[config.mk]
export PLATFORM = sky130hd
export DESIGN_NAME = nearest_free_slot_allocator
export DESIGN_NICKNAME = d
export VERILOG_FILES = /design/src/rtl/nfsa_pkg.sv /design/src/rtl/nfsa_pick.sv /design/src/rtl/nearest_free_slot_allocator.sv
export SDC_FILE = /design/constraint.sdc
export NUM_CORES = 2
export LEC_CHECK = 0
export BUFFER_PORTS_ARGS = -buffer_cell sky130_fd_sc_hd__buf_2
export CORE_ASPECT_RATIO = 1.2
export CORE_MARGIN = 1.5
export CORE_UTILIZATION = 65
export CTS_BUF_LIST = sky130_fd_sc_hd__clkbuf_4 sky130_fd_sc_hd__clkbuf_8
export DETAILED_ROUTE_END_ITERATION = 16
export PLACE_DENSITY_LB_ADDON = 0.12
export SYNTH_ARGS = -nofsm -noshare
export SYNTH_HDL_FRONTEND = slang
export SYNTH_SLANG_ARGS = --single-unit
[constraint.sdc]
create_clock -name clk -period 6.7 [get_ports clk]
set_clock_uncertainty 0.05 [all_clocks]
set_input_delay 0.335 -clock clk [delete_from_list [all_inputs] [get_ports clk]]
set_output_delay 0.335 -clock clk [all_outputs]
set_load 0.05 [all_outputs]
[src/rtl/nfsa_pkg.sv]
`timescale 1ns / 1ps

package nfsa_pkg;

  localparam int SITES_DEF = 64;
  localparam int IDX_W     = 6;
  localparam int POS_W     = 16;
  localparam int CAP_W     = 16;
  localparam int DIST_W    = POS_W + 1;

  localparam logic [1:0] FUNC_LOAD   = 2'd0;
  localparam logic [1:0] FUNC_PLACE  = 2'd1;
  localparam logic [1:0] FUNC_REPORT = 2'd2;
  localparam logic [1:0] FUNC_CLEAR  = 2'd3;

  localparam logic [1:0] STAT_OK      = 2'd0;
  localparam logic [1:0] STAT_FULL    = 2'd1;
  localparam logic [1:0] STAT_NO_FREE = 2'd2;
  localparam logic [1:0] STAT_EMPTY   = 2'd3;

  typedef struct packed {
    logic [1:0]              func;
    logic signed [POS_W-1:0] pos_x;
    logic signed [POS_W-1:0] pos_y;
    logic [CAP_W-1:0]        capacity;
  } nfsa_req_t;

  typedef struct packed {
    logic [1:0]       status;
    logic [IDX_W-1:0] site_index;
    logic [CAP_W-1:0] site_count;
    logic             last;
  } nfsa_rsp_t;

  typedef struct packed {
    logic signed [POS_W-1:0] x;
    logic signed [POS_W-1:0] y;
    logic [CAP_W-1:0]        cap;
    logic [CAP_W-1:0]        used;
  } nfsa_site_t;

  typedef struct packed {
    logic                    start;
    logic                    valid;
    logic [IDX_W-1:0]        idx;
    nfsa_site_t              site;
    logic signed [POS_W-1:0] px;
    logic signed [POS_W-1:0] py;
  } nfsa_pick_in_t;

  typedef struct packed {
    logic             found;
    logic             busy;
    logic [IDX_W-1:0] idx;
    nfsa_site_t       site;
  } nfsa_pick_res_t;

  typedef enum logic [2:0] {
    ST_IDLE,
    ST_EXEC,
    ST_SCAN,
    ST_DRAIN,
    ST_COMMIT,
    ST_EMIT,
    ST_RPT_RD,
    ST_RPT_EMIT
  } nfsa_state_t;

endpackage

[src/rtl/nfsa_pick.sv]
`timescale 1ns / 1ps

module nfsa_pick (
  input  logic                    clk,
  input  logic                    rst_n,
  input  nfsa_pkg::nfsa_pick_in_t pick_in,
  output nfsa_pkg::nfsa_pick_res_t pick_res
);

  logic signed [nfsa_pkg::DIST_W-1:0] dx;
  logic signed [nfsa_pkg::DIST_W-1:0] dy;
  logic [nfsa_pkg::DIST_W-1:0]        adx;
  logic [nfsa_pkg::DIST_W-1:0]        ady;
  logic [nfsa_pkg::DIST_W-1:0]        man_dist;
  logic                               free;

  logic                               s2_v_r;
  logic                               s2_free_r;
  logic [nfsa_pkg::DIST_W-1:0]        s2_d_r;
  logic [nfsa_pkg::IDX_W-1:0]         s2_idx_r;
  nfsa_pkg::nfsa_site_t               s2_site_r;

  logic                               found_r;
  logic [nfsa_pkg::DIST_W-1:0]        best_d_r;
  logic [nfsa_pkg::IDX_W-1:0]         best_idx_r;
  nfsa_pkg::nfsa_site_t               best_site_r;
  logic                               better;

  // stage 1: Manhattan distance
  always_comb begin
    dx       = {pick_in.site.x[nfsa_pkg::POS_W-1], pick_in.site.x}
             - {pick_in.px[nfsa_pkg::POS_W-1], pick_in.px};
    dy       = {pick_in.site.y[nfsa_pkg::POS_W-1], pick_in.site.y}
             - {pick_in.py[nfsa_pkg::POS_W-1], pick_in.py};
    adx      = dx[nfsa_pkg::DIST_W-1] ? nfsa_pkg::DIST_W'(-dx) : nfsa_pkg::DIST_W'(dx);
    ady      = dy[nfsa_pkg::DIST_W-1] ? nfsa_pkg::DIST_W'(-dy) : nfsa_pkg::DIST_W'(dy);
    man_dist = adx + ady;
    free     = pick_in.site.used < pick_in.site.cap;
  end

  always_ff @(posedge clk) begin
    if (!rst_n) begin
      s2_v_r <= 1'b0;
    end else begin
      s2_v_r <= pick_in.valid && !pick_in.start;
    end
  end

  always_ff @(posedge clk) begin
    s2_free_r <= free;
    s2_d_r    <= man_dist;
    s2_idx_r  <= pick_in.idx;
    s2_site_r <= pick_in.site;
  end

  // stage 2: running best; ties to lower x, lower y, then earlier index
  always_comb begin
    better = s2_free_r &&
             (!found_r || (s2_d_r < best_d_r) ||
              ((s2_d_r == best_d_r) &&
               (($signed(s2_site_r.x) < $signed(best_site_r.x)) ||
                (($signed(s2_site_r.x) == $signed(best_site_r.x)) &&
                 ($signed(s2_site_r.y) < $signed(best_site_r.y))))));
  end

  always_ff @(posedge clk) begin
    if (!rst_n) begin
      found_r <= 1'b0;
    end else if (pick_in.start) begin
      found_r <= 1'b0;
    end else if (s2_v_r && better) begin
      found_r <= 1'b1;
    end
  end

  always_ff @(posedge clk) begin
    if (!pick_in.start && s2_v_r && better) begin
      best_d_r    <= s2_d_r;
      best_idx_r  <= s2_idx_r;
      best_site_r <= s2_site_r;
    end
  end

  always_comb begin
    pick_res.found = found_r;
    pick_res.busy  = s2_v_r;
    pick_res.idx   = best_idx_r;
    pick_res.site  = best_site_r;
  end

endmodule

[src/rtl/nearest_free_slot_allocator.sv]
`timescale 1ns / 1ps
// Load, clear and requests on an empty table: result set in EXEC, then sent from EMIT.
// Place: scans the N loaded sites, one site memory read per cycle through a
// two-stage distance/compare pipeline, then DRAIN, COMMIT and EMIT.
// Report: one result per site, read in RPT_RD and sent in RPT_EMIT; waits while the output stalls.
// One request in flight; next request accepted once the result is queued.
// Synchronous reset empties the table by zeroing the fill count only.
module nearest_free_slot_allocator #(
  parameter int SITES = nfsa_pkg::SITES_DEF
) (
  input  logic                clk,
  input  logic                rst_n,
  input  logic                in_valid,
  output logic                in_stall,
  input  nfsa_pkg::nfsa_req_t in_data,
  output logic                out_valid,
  input  logic                out_stall,
  output nfsa_pkg::nfsa_rsp_t out_data
);

  localparam int ADDR_W = (SITES > 1) ? $clog2(SITES) : 1;
  localparam int CNT_W  = $clog2(SITES + 1);

  nfsa_pkg::nfsa_state_t    state_r, state_nxt;
  nfsa_pkg::nfsa_req_t      req_r;
  logic [CNT_W-1:0]         cnt_r, cnt_nxt;
  logic [ADDR_W-1:0]        scan_r, scan_nxt;
  nfsa_pkg::nfsa_rsp_t      res_r, res_nxt;
  logic                     out_valid_r, out_valid_nxt;
  nfsa_pkg::nfsa_rsp_t      out_data_r, out_data_nxt;

  nfsa_pkg::nfsa_site_t     site_mem [SITES];
  nfsa_pkg::nfsa_site_t     mem_q_r;
  logic                     rd_v_r;
  logic [ADDR_W-1:0]        rd_idx_r;

  logic                     mem_we;
  logic [ADDR_W-1:0]        mem_wa;
  nfsa_pkg::nfsa_site_t     mem_wd;
  logic                     rd_en;
  logic                     scan_rd;
  logic                     pick_start;
  logic                     out_free;
  logic                     scan_last;

  nfsa_pkg::nfsa_pick_in_t  pick_in;
  nfsa_pkg::nfsa_pick_res_t pick_res;

  assign in_stall  = (state_r != nfsa_pkg::ST_IDLE);
  assign out_valid = out_valid_r;
  assign out_data  = out_data_r;
  assign out_free  = !out_valid_r || !out_stall;
  assign scan_last = (CNT_W'(scan_r) == (cnt_r - CNT_W'(1)));

  always_comb begin
    state_nxt = state_r;
    case (state_r)
      nfsa_pkg::ST_IDLE: begin
        if (in_valid) state_nxt = nfsa_pkg::ST_EXEC;
      end
      nfsa_pkg::ST_EXEC: begin
        case (req_r.func)
          nfsa_pkg::FUNC_PLACE: begin
            state_nxt = (cnt_r == '0) ? nfsa_pkg::ST_EMIT : nfsa_pkg::ST_SCAN;
          end
          nfsa_pkg::FUNC_REPORT: begin
            state_nxt = (cnt_r == '0) ? nfsa_pkg::ST_EMIT : nfsa_pkg::ST_RPT_RD;
          end
          default: state_nxt = nfsa_pkg::ST_EMIT;
        endcase
      end
      nfsa_pkg::ST_SCAN: begin
        if (scan_last) state_nxt = nfsa_pkg::ST_DRAIN;
      end
      nfsa_pkg::ST_DRAIN: begin
        if (!rd_v_r && !pick_res.busy) state_nxt = nfsa_pkg::ST_COMMIT;
      end
      nfsa_pkg::ST_COMMIT: state_nxt = nfsa_pkg::ST_EMIT;
      nfsa_pkg::ST_EMIT: begin
        if (out_free) state_nxt = nfsa_pkg::ST_IDLE;
      end
      nfsa_pkg::ST_RPT_RD: state_nxt = nfsa_pkg::ST_RPT_EMIT;
      nfsa_pkg::ST_RPT_EMIT: begin
        if (out_free) begin
          state_nxt = scan_last ? nfsa_pkg::ST_IDLE : nfsa_pkg::ST_RPT_RD;
        end
      end
      default: state_nxt = nfsa_pkg::ST_IDLE;
    endcase
  end

  always_comb begin
    mem_we        = 1'b0;
    mem_wa        = cnt_r[ADDR_W-1:0];
    mem_wd        = mem_q_r;
    rd_en         = 1'b0;
    scan_rd       = 1'b0;
    pick_start    = 1'b0;
    cnt_nxt       = cnt_r;
    scan_nxt      = scan_r;
    res_nxt       = res_r;
    out_valid_nxt = out_valid_r && out_stall;
    out_data_nxt  = out_data_r;
    case (state_r)
      nfsa_pkg::ST_EXEC: begin
        scan_nxt           = '0;
        pick_start         = 1'b1;
        res_nxt.status     = nfsa_pkg::STAT_OK;
        res_nxt.site_index = '0;
        res_nxt.site_count = '0;
        res_nxt.last       = 1'b1;
        case (req_r.func)
          nfsa_pkg::FUNC_LOAD: begin
            if (cnt_r == CNT_W'(SITES)) begin
              res_nxt.status = nfsa_pkg::STAT_FULL;
            end else begin
              mem_we             = 1'b1;
              mem_wd.x           = req_r.pos_x;
              mem_wd.y           = req_r.pos_y;
              mem_wd.cap         = req_r.capacity;
              mem_wd.used        = '0;
              cnt_nxt            = cnt_r + CNT_W'(1);
              res_nxt.site_index = nfsa_pkg::IDX_W'(cnt_r);
            end
          end
          nfsa_pkg::FUNC_CLEAR: cnt_nxt = '0;
          default: begin
            if (cnt_r == '0) res_nxt.status = nfsa_pkg::STAT_EMPTY;
          end
        endcase
      end
      nfsa_pkg::ST_SCAN: begin
        rd_en    = 1'b1;
        scan_rd  = 1'b1;
        scan_nxt = scan_r + ADDR_W'(1);
      end
      nfsa_pkg::ST_COMMIT: begin
        res_nxt.last = 1'b1;
        if (pick_res.found) begin
          mem_we             = 1'b1;
          mem_wa             = ADDR_W'(pick_res.idx);
          mem_wd             = pick_res.site;
          mem_wd.used        = pick_res.site.used + nfsa_pkg::CAP_W'(1);
          res_nxt.status     = nfsa_pkg::STAT_OK;
          res_nxt.site_index = pick_res.idx;
          res_nxt.site_count = pick_res.site.used + nfsa_pkg::CAP_W'(1);
        end else begin
          res_nxt.status     = nfsa_pkg::STAT_NO_FREE;
          res_nxt.site_index = '0;
          res_nxt.site_count = '0;
        end
      end
      nfsa_pkg::ST_EMIT: begin
        if (out_free) begin
          out_valid_nxt = 1'b1;
          out_data_nxt  = res_r;
        end
      end
      nfsa_pkg::ST_RPT_RD: rd_en = 1'b1;
      nfsa_pkg::ST_RPT_EMIT: begin
        if (out_free) begin
          out_valid_nxt           = 1'b1;
          out_data_nxt.status     = nfsa_pkg::STAT_OK;
          out_data_nxt.site_index = nfsa_pkg::IDX_W'(scan_r);
          out_data_nxt.site_count = mem_q_r.used;
          out_data_nxt.last       = scan_last;
          scan_nxt                = scan_r + ADDR_W'(1);
        end
      end
      default: ;
    endcase
  end

  always_ff @(posedge clk) begin
    if (!rst_n) begin
      state_r     <= nfsa_pkg::ST_IDLE;
      cnt_r       <= '0;
      out_valid_r <= 1'b0;
      rd_v_r      <= 1'b0;
    end else begin
      state_r     <= state_nxt;
      cnt_r       <= cnt_nxt;
      out_valid_r <= out_valid_nxt;
      rd_v_r      <= scan_rd;
    end
  end

  always_ff @(posedge clk) begin
    if (state_r == nfsa_pkg::ST_IDLE && in_valid) req_r <= in_data;
    scan_r     <= scan_nxt;
    res_r      <= res_nxt;
    out_data_r <= out_data_nxt;
    rd_idx_r   <= scan_r;
  end

  always_ff @(posedge clk) begin
    if (mem_we) site_mem[mem_wa] <= mem_wd;
    if (rd_en) mem_q_r <= site_mem[scan_r];
  end

  always_comb begin
    pick_in.start = pick_start;
    pick_in.valid = rd_v_r;
    pick_in.idx   = nfsa_pkg::IDX_W'(rd_idx_r);
    pick_in.site  = mem_q_r;
    pick_in.px    = req_r.pos_x;
    pick_in.py    = req_r.pos_y;
  end

  nfsa_pick u_pick (
    .clk      (clk),
    .rst_n    (rst_n),
    .pick_in  (pick_in),
    .pick_res (pick_res)
  );

  a_cnt_bound: assert property (@(posedge clk) disable iff (!rst_n)
    cnt_r <= CNT_W'(SITES))
    else $error("fill count above table size");

  a_no_write_in_scan: assert property (@(posedge clk) disable iff (!rst_n)
    (state_r == nfsa_pkg::ST_SCAN || state_r == nfsa_pkg::ST_DRAIN) |-> !mem_we)
    else $error("table written during scan");

  a_rd_from_scan: assert property (@(posedge clk) disable iff (!rst_n)
    rd_v_r |-> $past(state_r) == nfsa_pkg::ST_SCAN)
    else $error("scan data valid without scan read");

  a_commit_not_full: assert property (@(posedge clk) disable iff (!rst_n)
    (state_r == nfsa_pkg::ST_COMMIT && pick_res.found) |->
      (pick_res.site.used < pick_res.site.cap))
    else $error("full site chosen");

  a_commit_loaded: assert property (@(posedge clk) disable iff (!rst_n)
    (state_r == nfsa_pkg::ST_COMMIT && pick_res.found) |->
      (nfsa_pkg::IDX_W'(cnt_r) > pick_res.idx || cnt_r == CNT_W'(SITES)))
    else $error("chosen site beyond loaded range");

endmodule
* Word-level counts from Yosys, hierarchy flattened
Memories as Yosys holds them, arrays and structs flattened. A register that Yosys moved wholly into a read port is not among the register bits.
Cells that the tools add are included.
** Storage, ports and cells
- Bits in writable memories :: 4096
- Bits of input ports :: 54
- Register bits :: 301
- Memories kept :: 1
- Word-level logic and storage cells :: 146
- Output and inout port bits :: 27
** Memories
- site_mem :: depth 64, bits a word 64, read ports 1, clocked after memory_dff 1, wr ports 1, RTL line nearest_free_slot_allocator.sv:32 : nfsa_pkg::nfsa_site_t site_mem [SITES];
** Operators by class
- Add/subtract/negate cells :: 9
- Bitwise gates (word level) :: 1
- Order comparisons :: 4
- Mux-type cells :: 43
- Equality and inequality tests :: 20
- Reduce and logical (&&, ||, !) cells :: 35
** Operators with widths (number)
- 2-to-1 mux 64 bit :: 3
- one-hot mux 64 bit (2 select lines) :: 1
- one-hot mux 25 bit (2 select lines) :: 2
- 2-to-1 mux 25 bit :: 2
- < comparator 16 bit :: 3
- 2-to-1 mux 17 bit :: 2
- negation 17 bit :: 2
- subtractor 16 x 16 -> 17 bit :: 2
- 2-to-1 mux 6 bit :: 5
- 2-to-1 mux 24 bit :: 1
- one-hot mux 3 bit (8 select lines) :: 1
- 2-to-1 mux 3 bit :: 7
- one-hot mux 6 bit (3 select lines) :: 1
- adder 17 bit :: 1
- equality test 17 bit :: 1
- < comparator 17 bit :: 1
- adder 16 x 1 -> 16 bit (second input constant) :: 1
- equality test 16 bit :: 1
- one-hot mux 7 bit (2 select lines) :: 1
- equality test 3 bit (second input constant) :: 4
- inequality test 2 bit (second input constant) :: 6
- 2-to-1 mux 1 bit :: 11
- logical AND 1 bit :: 10
- adder 7 x 1 -> 7 bit (second input constant) :: 1
- other kinds (25) :: 42

* Longest topological paths before layout
- Word-level depth :: 7
- Gate-level depth with buffers :: 24
- Gate-level depth less buffers :: 23

* Hierarchy
Synthesis repeated with hierarchy kept, for this count alone.
** Second synthesis, totals
- Cells, all modules :: 7807
- Area total of the unflattened synthesis :: 172824.5 µm²
** By module, submodules not included
- nearest_free_slot_allocator :: times used 1, sequential area each 128433.2 µm², area each 163773.3 µm², cells an instance 6966
- nfsa_pick :: times used 1, sequential area each 4414.2 µm², area each 9051.2 µm², cells an instance 841

* Worst setup path before layout
No wires, ideal clock.
- Path type :: register -> register
- Start :: register state_r[2]
- End :: memory site_mem[15][0] (netlist name), enable pin
- Stages on the path, launching flop included :: 10
- Path buffers :: 3
- Setup time :: 0.487 ns
- Required time :: 6.163 ns
- Arrival :: 4.803 ns
- Setup slack :: 1.360 ns
- Period minus slack after synthesis :: 5.340 ns
- Cells stage by stage :: dfxtp_1 > clkbuf_1 > nor3b_1 > and2_1 > clkbuf_1 > clkbuf_1 > nand3_1 > nand2_1 > nand2_1 > nor2_1
** On the way
- Longest elaborated chain between the ends :: 4
- Elaborated cells on any way between the ends :: 6
- Classes of those cells :: eq/ne: 2; mux: 4
** Ends and longest elaborated chain
- start: declaration :: RTL line nearest_free_slot_allocator.sv:24 : nfsa_pkg::nfsa_state_t state_r, state_nxt;
- start signal: assignment :: RTL line nearest_free_slot_allocator.sv:176 : state_r <= nfsa_pkg::ST_IDLE;
- start signal: assignment :: RTL line nearest_free_slot_allocator.sv:181 : state_r <= state_nxt;
- equality test 3 bit or equality test 3 x 1 -> 1 bit (tied branches) :: RTL line nearest_free_slot_allocator.sv:104 : case (state_r)
- one-hot mux 1 bit (2 select lines) :: RTL line nearest_free_slot_allocator.sv:104
- 2-to-1 mux 1 bit :: RTL line nearest_free_slot_allocator.sv:197 : if (mem_we) site_mem[mem_wa] <= mem_wd;
- 2-to-1 mux 1 bit (implied by the code) :: RTL line nearest_free_slot_allocator.sv:197
- end: declaration :: RTL line nearest_free_slot_allocator.sv:32
Several ways; a longest one is shown, not always the timed one.

* Worst setup path in the final report
- Start :: register, netlist name mem_q_r[53]
- End :: register u_pick.s2_d_r[16] (netlist name)
** On the way
- Longest elaborated chain between the ends :: 4
** Ends and longest elaborated chain
- subtractor 16 x 16 -> 17 bit (*) :: RTL line nfsa_pick.sv:32 : - {pick_in.px[nfsa_pkg::POS_W-1], pick_in.px};
- negation 17 bit :: RTL line nfsa_pick.sv:35 : adx = dx[nfsa_pkg::DIST_W-1] ? nfsa_pkg::DIST_W'(-dx) : nfsa_pkg::DIST_W'(dx);
- 2-to-1 mux 17 bit (*) :: RTL line nfsa_pick.sv:35
- adder 17 bit (*) :: RTL line nfsa_pick.sv:37 : man_dist = adx + ady;
- named net u_pick.man_dist, one bit :: RTL line nfsa_pick.sv:14 : logic [nfsa_pkg::DIST_W-1:0] man_dist;
- end signal: assignment :: RTL line nfsa_pick.sv:51 : s2_d_r <= man_dist;
- end: declaration :: RTL line nfsa_pick.sv:19 : logic [nfsa_pkg::DIST_W-1:0] s2_d_r;
Mark *: on every way through the listed nets, which the timed path passes. The rest lies on a longest branch.
A chain may end at the register's enable or synchronous reset.

==> summary.txt <==
Timing
  • Final Setup Violations: 0
  • Setup TNS: 0 ns
  • Fin crit period: 5.56 ns
  • Number of hold violations in the final report: 0
  • Peak Freq: 0.180 GHz
  • Tcrit/Tclk final: 0.830
  • Max_slew headroom: 0.170
  • Final Max Tran Viols: 0
  • Worst-margin pin slew: 1.24 ns
  • RSZ-0062 raised after global routing: no

Clock network
  • CTS root buf: clkbuf_8
  • Clock Latency Late Sink: 1.08 ns
  • Clock-pin slew on the worst setup and hold paths: 0.06 ns
  • CTS Buffer Depth: 4
  • PostCTS Resize Cnt: 0
  • Post-CTS Setup Inserts: 0
  • H-tree levels: 6
  • CTS sink cnt: 4460
  • CTS Buf Count: 656
  • CTS tree: yes

Logic synthesis
  • Net Count, Synth: 7428
  • Synth Area per Inst: 23.7 µm²
  • Yosys top cell area share: 0.761
  • Cell count after synthesis: 7250
  • EDFF count, synth: 4352
  • Top post-synthesis cells by area: edfxtp_1 76%, mux4_2 18%, dfxtp_1 1.3%
  • Register area share after synthesis: 0.774
  • Async S/R FF share, synth: 0
  • Ys Warns: 0
  • Mapped cell area: 172000 µm²
  • Synth cell types: 76
  • Most common flop cell mapped by yosys: edfxtp_1
  • Area leader, netlist: edfxtp_1
  • Register bit total from synthesis: 4460

Floorplanning
  • Die H: 566 µm
  • DIE AREA: 267000 µm²
  • I/O Pins: 81
  • Initial Util: 0.654
  • Die Width: 472 µm
  • # rows: 206
  • Core area: 263000 µm²

Worst setup path
  • Crit path max fanout: 5
  • Worst Setup Path Type: flop to flop
  • Critical path arrival: 6.46 ns
  • Critical Path RT: 7.60 ns
  • CP startpoint kind: flop
  • CP Capture Type: flop

Placed design
  • DP Wirelength: 243000 µm
  • Placer congestion estimate: 0.877
  • Placed insts: 10700
  • Area of placed instances: 179000 µm²
  • PortBufs: 80

Pwr
  • Static leakage: 0.0612 µW
  • Pwr dens: 298 nW/µm²
  • Peak supply drop: 0.252 mV
  • Tot Pwr: 57500 µW

Global route
  • First-pass GRT wire length: 619000 µm
  • Initial antenna violation count: 18
  • Largest net degree at the start of global routing: 156
  • Vias in the first global route: 84600
  • Total track usage: 0.332
  • Gr ovfl total: 0

Routing
  • Final routed DRC violation total: 0
  • DRT iter0 DRCs: 11600
  • DR vias/cell: 6.99
  • Routed wire length: 439000 µm
  • First-pass DRT Iterations: 5
  • Post-DRT Antenna Nets: 0
  • Average wire per standard cell: 36.7 µm
  • DR vias: 83700

Flow run
  • Max-Cap Viols: 0

Layout
  • P&R area growth vs syn: 12.2%
  • Multi-input combinational cell area: 38200 µm²
  • Share of cells above drive strength 1: 0.335
  • Final Non-Filler Cells: 12000
  • Register Area: 133000 µm²
  • Filler instances: 14200
  • Fin area: 193000 µm²
  • Nets: 8208
  • Final core occ: 0.734

Status
  • Status: completed

Worst hold path
  • HP Class: input port to flop
==> cell type report <==
| cell class | instances | area share |
|---|---|---|
| Clock buffer | 911 | 0.0579 |
| Antenna cell | 9 | 0.000117 |
| Tap cell | 3432 | 0.0223 |
| Inverter | 122 | 0.00242 |
| Multi-Input combinational cell | 2331 | 0.198 |
| Sequential cell | 4460 | 0.690 |
| Timing Repair Buffer | 459 | 0.0219 |
| Clock inverter | 251 | 0.00781 |
==> through the flow <==
step	hold slack (ns)	worst slack [ns]
2_1_floorplan	0.260	1.36
3_3_place_gp	0.262	1.37
3_5_place_dp	0.263	1.22
4_1_cts	0.0942	1.20
5_1_grt	0.134	0.709
6_report	0.189	1.14
==> logic make-up (layout without fill, tap and decap cells) <==
family,count (synthesis),after routing,share of synthesized area
DFF,4460,4460,0.774
muxes,1367,1367,0.178
and+or+nand+nor,462,462,0.0124
buffers and inverters,459,1743,0.0101
AOI/OAI and AO/OA,288,288,0.0120
adders and majority gates,124,124,0.00917
xor gates and xnor gates,90,90,0.00459
other,0,9,0
==> Yosys cell counts (31+ instances only) <==
cell type / count
o221ai_1: 31
nand2_1: 161
xnor2_1: 54
clkbuf_1: 239
xor2_1: 36
mux4_2: 1344
a21o_1: 36
buf_1: 94
a21oi_1: 43
ha_1: 121
nor2_1: 136
inv_1: 121
dfxtp_1: 108
nand3_1: 34
edfxtp_1: 4352
o21ai_0: 49
==> per-layer routing <==
layer	GRT usage	share of wire	wire length [µm]
met5	0	0.00012	52
met4	0.137	0.045	19900
met3	0.0601	0.10	45200
met2	0.539	0.50	219000
met1	0.456	0.35	155000
==> critical path, stage by stage (launching register included) <==
cell      delay, ns
edfxtp_1       0.41
ha_1           0.37
o21ai_0        0.34
a21boi_0       0.20
o221ai_1       0.27
a31oi_1        0.16
o21ai_1        0.21
a21oi_1        0.14
o41ai_2        0.45
o21ai_0        0.29
fa_1           0.49
a21o_1         0.20
a21oi_1        0.23
o21bai_1       0.12
a31oi_1        0.24
o21ai_0        0.20
a211o_1        0.33
a21o_1         0.18
a21oi_1        0.24
o21ai_0        0.16
xnor2_1        0.15
==> registers in the layout, summed over array words and instances, names as in the netlist, 3 cells and up <==
name	cells
res_r	24
u_pick.pick_res	64
out_data	25
pick_in	32
mem_q_r	64
u_pick.best_d_r	17
u_pick.s2_site_r	64
u_pick.best_idx_r	6
u_pick.s2_idx_r	6
site_mem	4096
req_r	18
scan_r	6
cnt_r	7
u_pick.s2_d_r	17
rd_idx_r	6
state_r	3
==> path summary, 6_finish.rpt <==
| check | start | endpoint | depth (start not counted) | slack, ns |
|---|---|---|---|---|
| worst min-delay path | out_stall | out_valid$_SDFF_PN0_ | 4 | 0.19 |
| worst max register to register | mem_q_r[53]$_DFFE_PP_ | u_pick.s2_d_r[16]$_DFF_P_ | 20 | 1.14 |
| worst max-delay path | mem_q_r[53]$_DFFE_PP_ | u_pick.s2_d_r[16]$_DFF_P_ | 20 | 1.14 |
| worst min register to register | rd_idx_r[5]$_DFF_P_ | u_pick.s2_idx_r[5]$_DFF_P_ | 0 | 0.26 |
==> layout by cell type, fill, tap and decap left out, types with 36 or more instances in the layout <==
| cell type | count |
|---|---|
| nor2_1 | 70 |
| inv_1 | 121 |
| nor2_4 | 66 |
| mux4_2 | 1344 |
| clkbuf_8 | 689 |
| buf_2 | 80 |
| dlygate4sd3_1 | 102 |
| edfxtp_1 | 4352 |
| clkbuf_4 | 222 |
| xnor2_1 | 54 |
| o21ai_0 | 49 |
| buf_12 | 57 |
| ha_1 | 121 |
| clkinv_2 | 56 |
| nand2_1 | 159 |
| clkinv_1 | 144 |
| buf_4 | 220 |
| a21oi_1 | 42 |
| xor2_1 | 36 |
| dfxtp_1 | 108 |
==> report_power, final <==
group	total (µW)	leakage (µW)	switching, µW	internal, µW
registers	31000	0.0401	117	30900
logic	5210	0.0144	2860	2350
clock network	21300	0.00670	10200	11200
total	57500	0.0612	13100	44400
==> repair_timing <==
action	4_1_cts	5_1_grt
endpoints found under the setup margin	0	0
hold buffers	102	0
endpoints found under the hold margin	64	0
No activity file was read; power rests on OpenSTA's default activity.
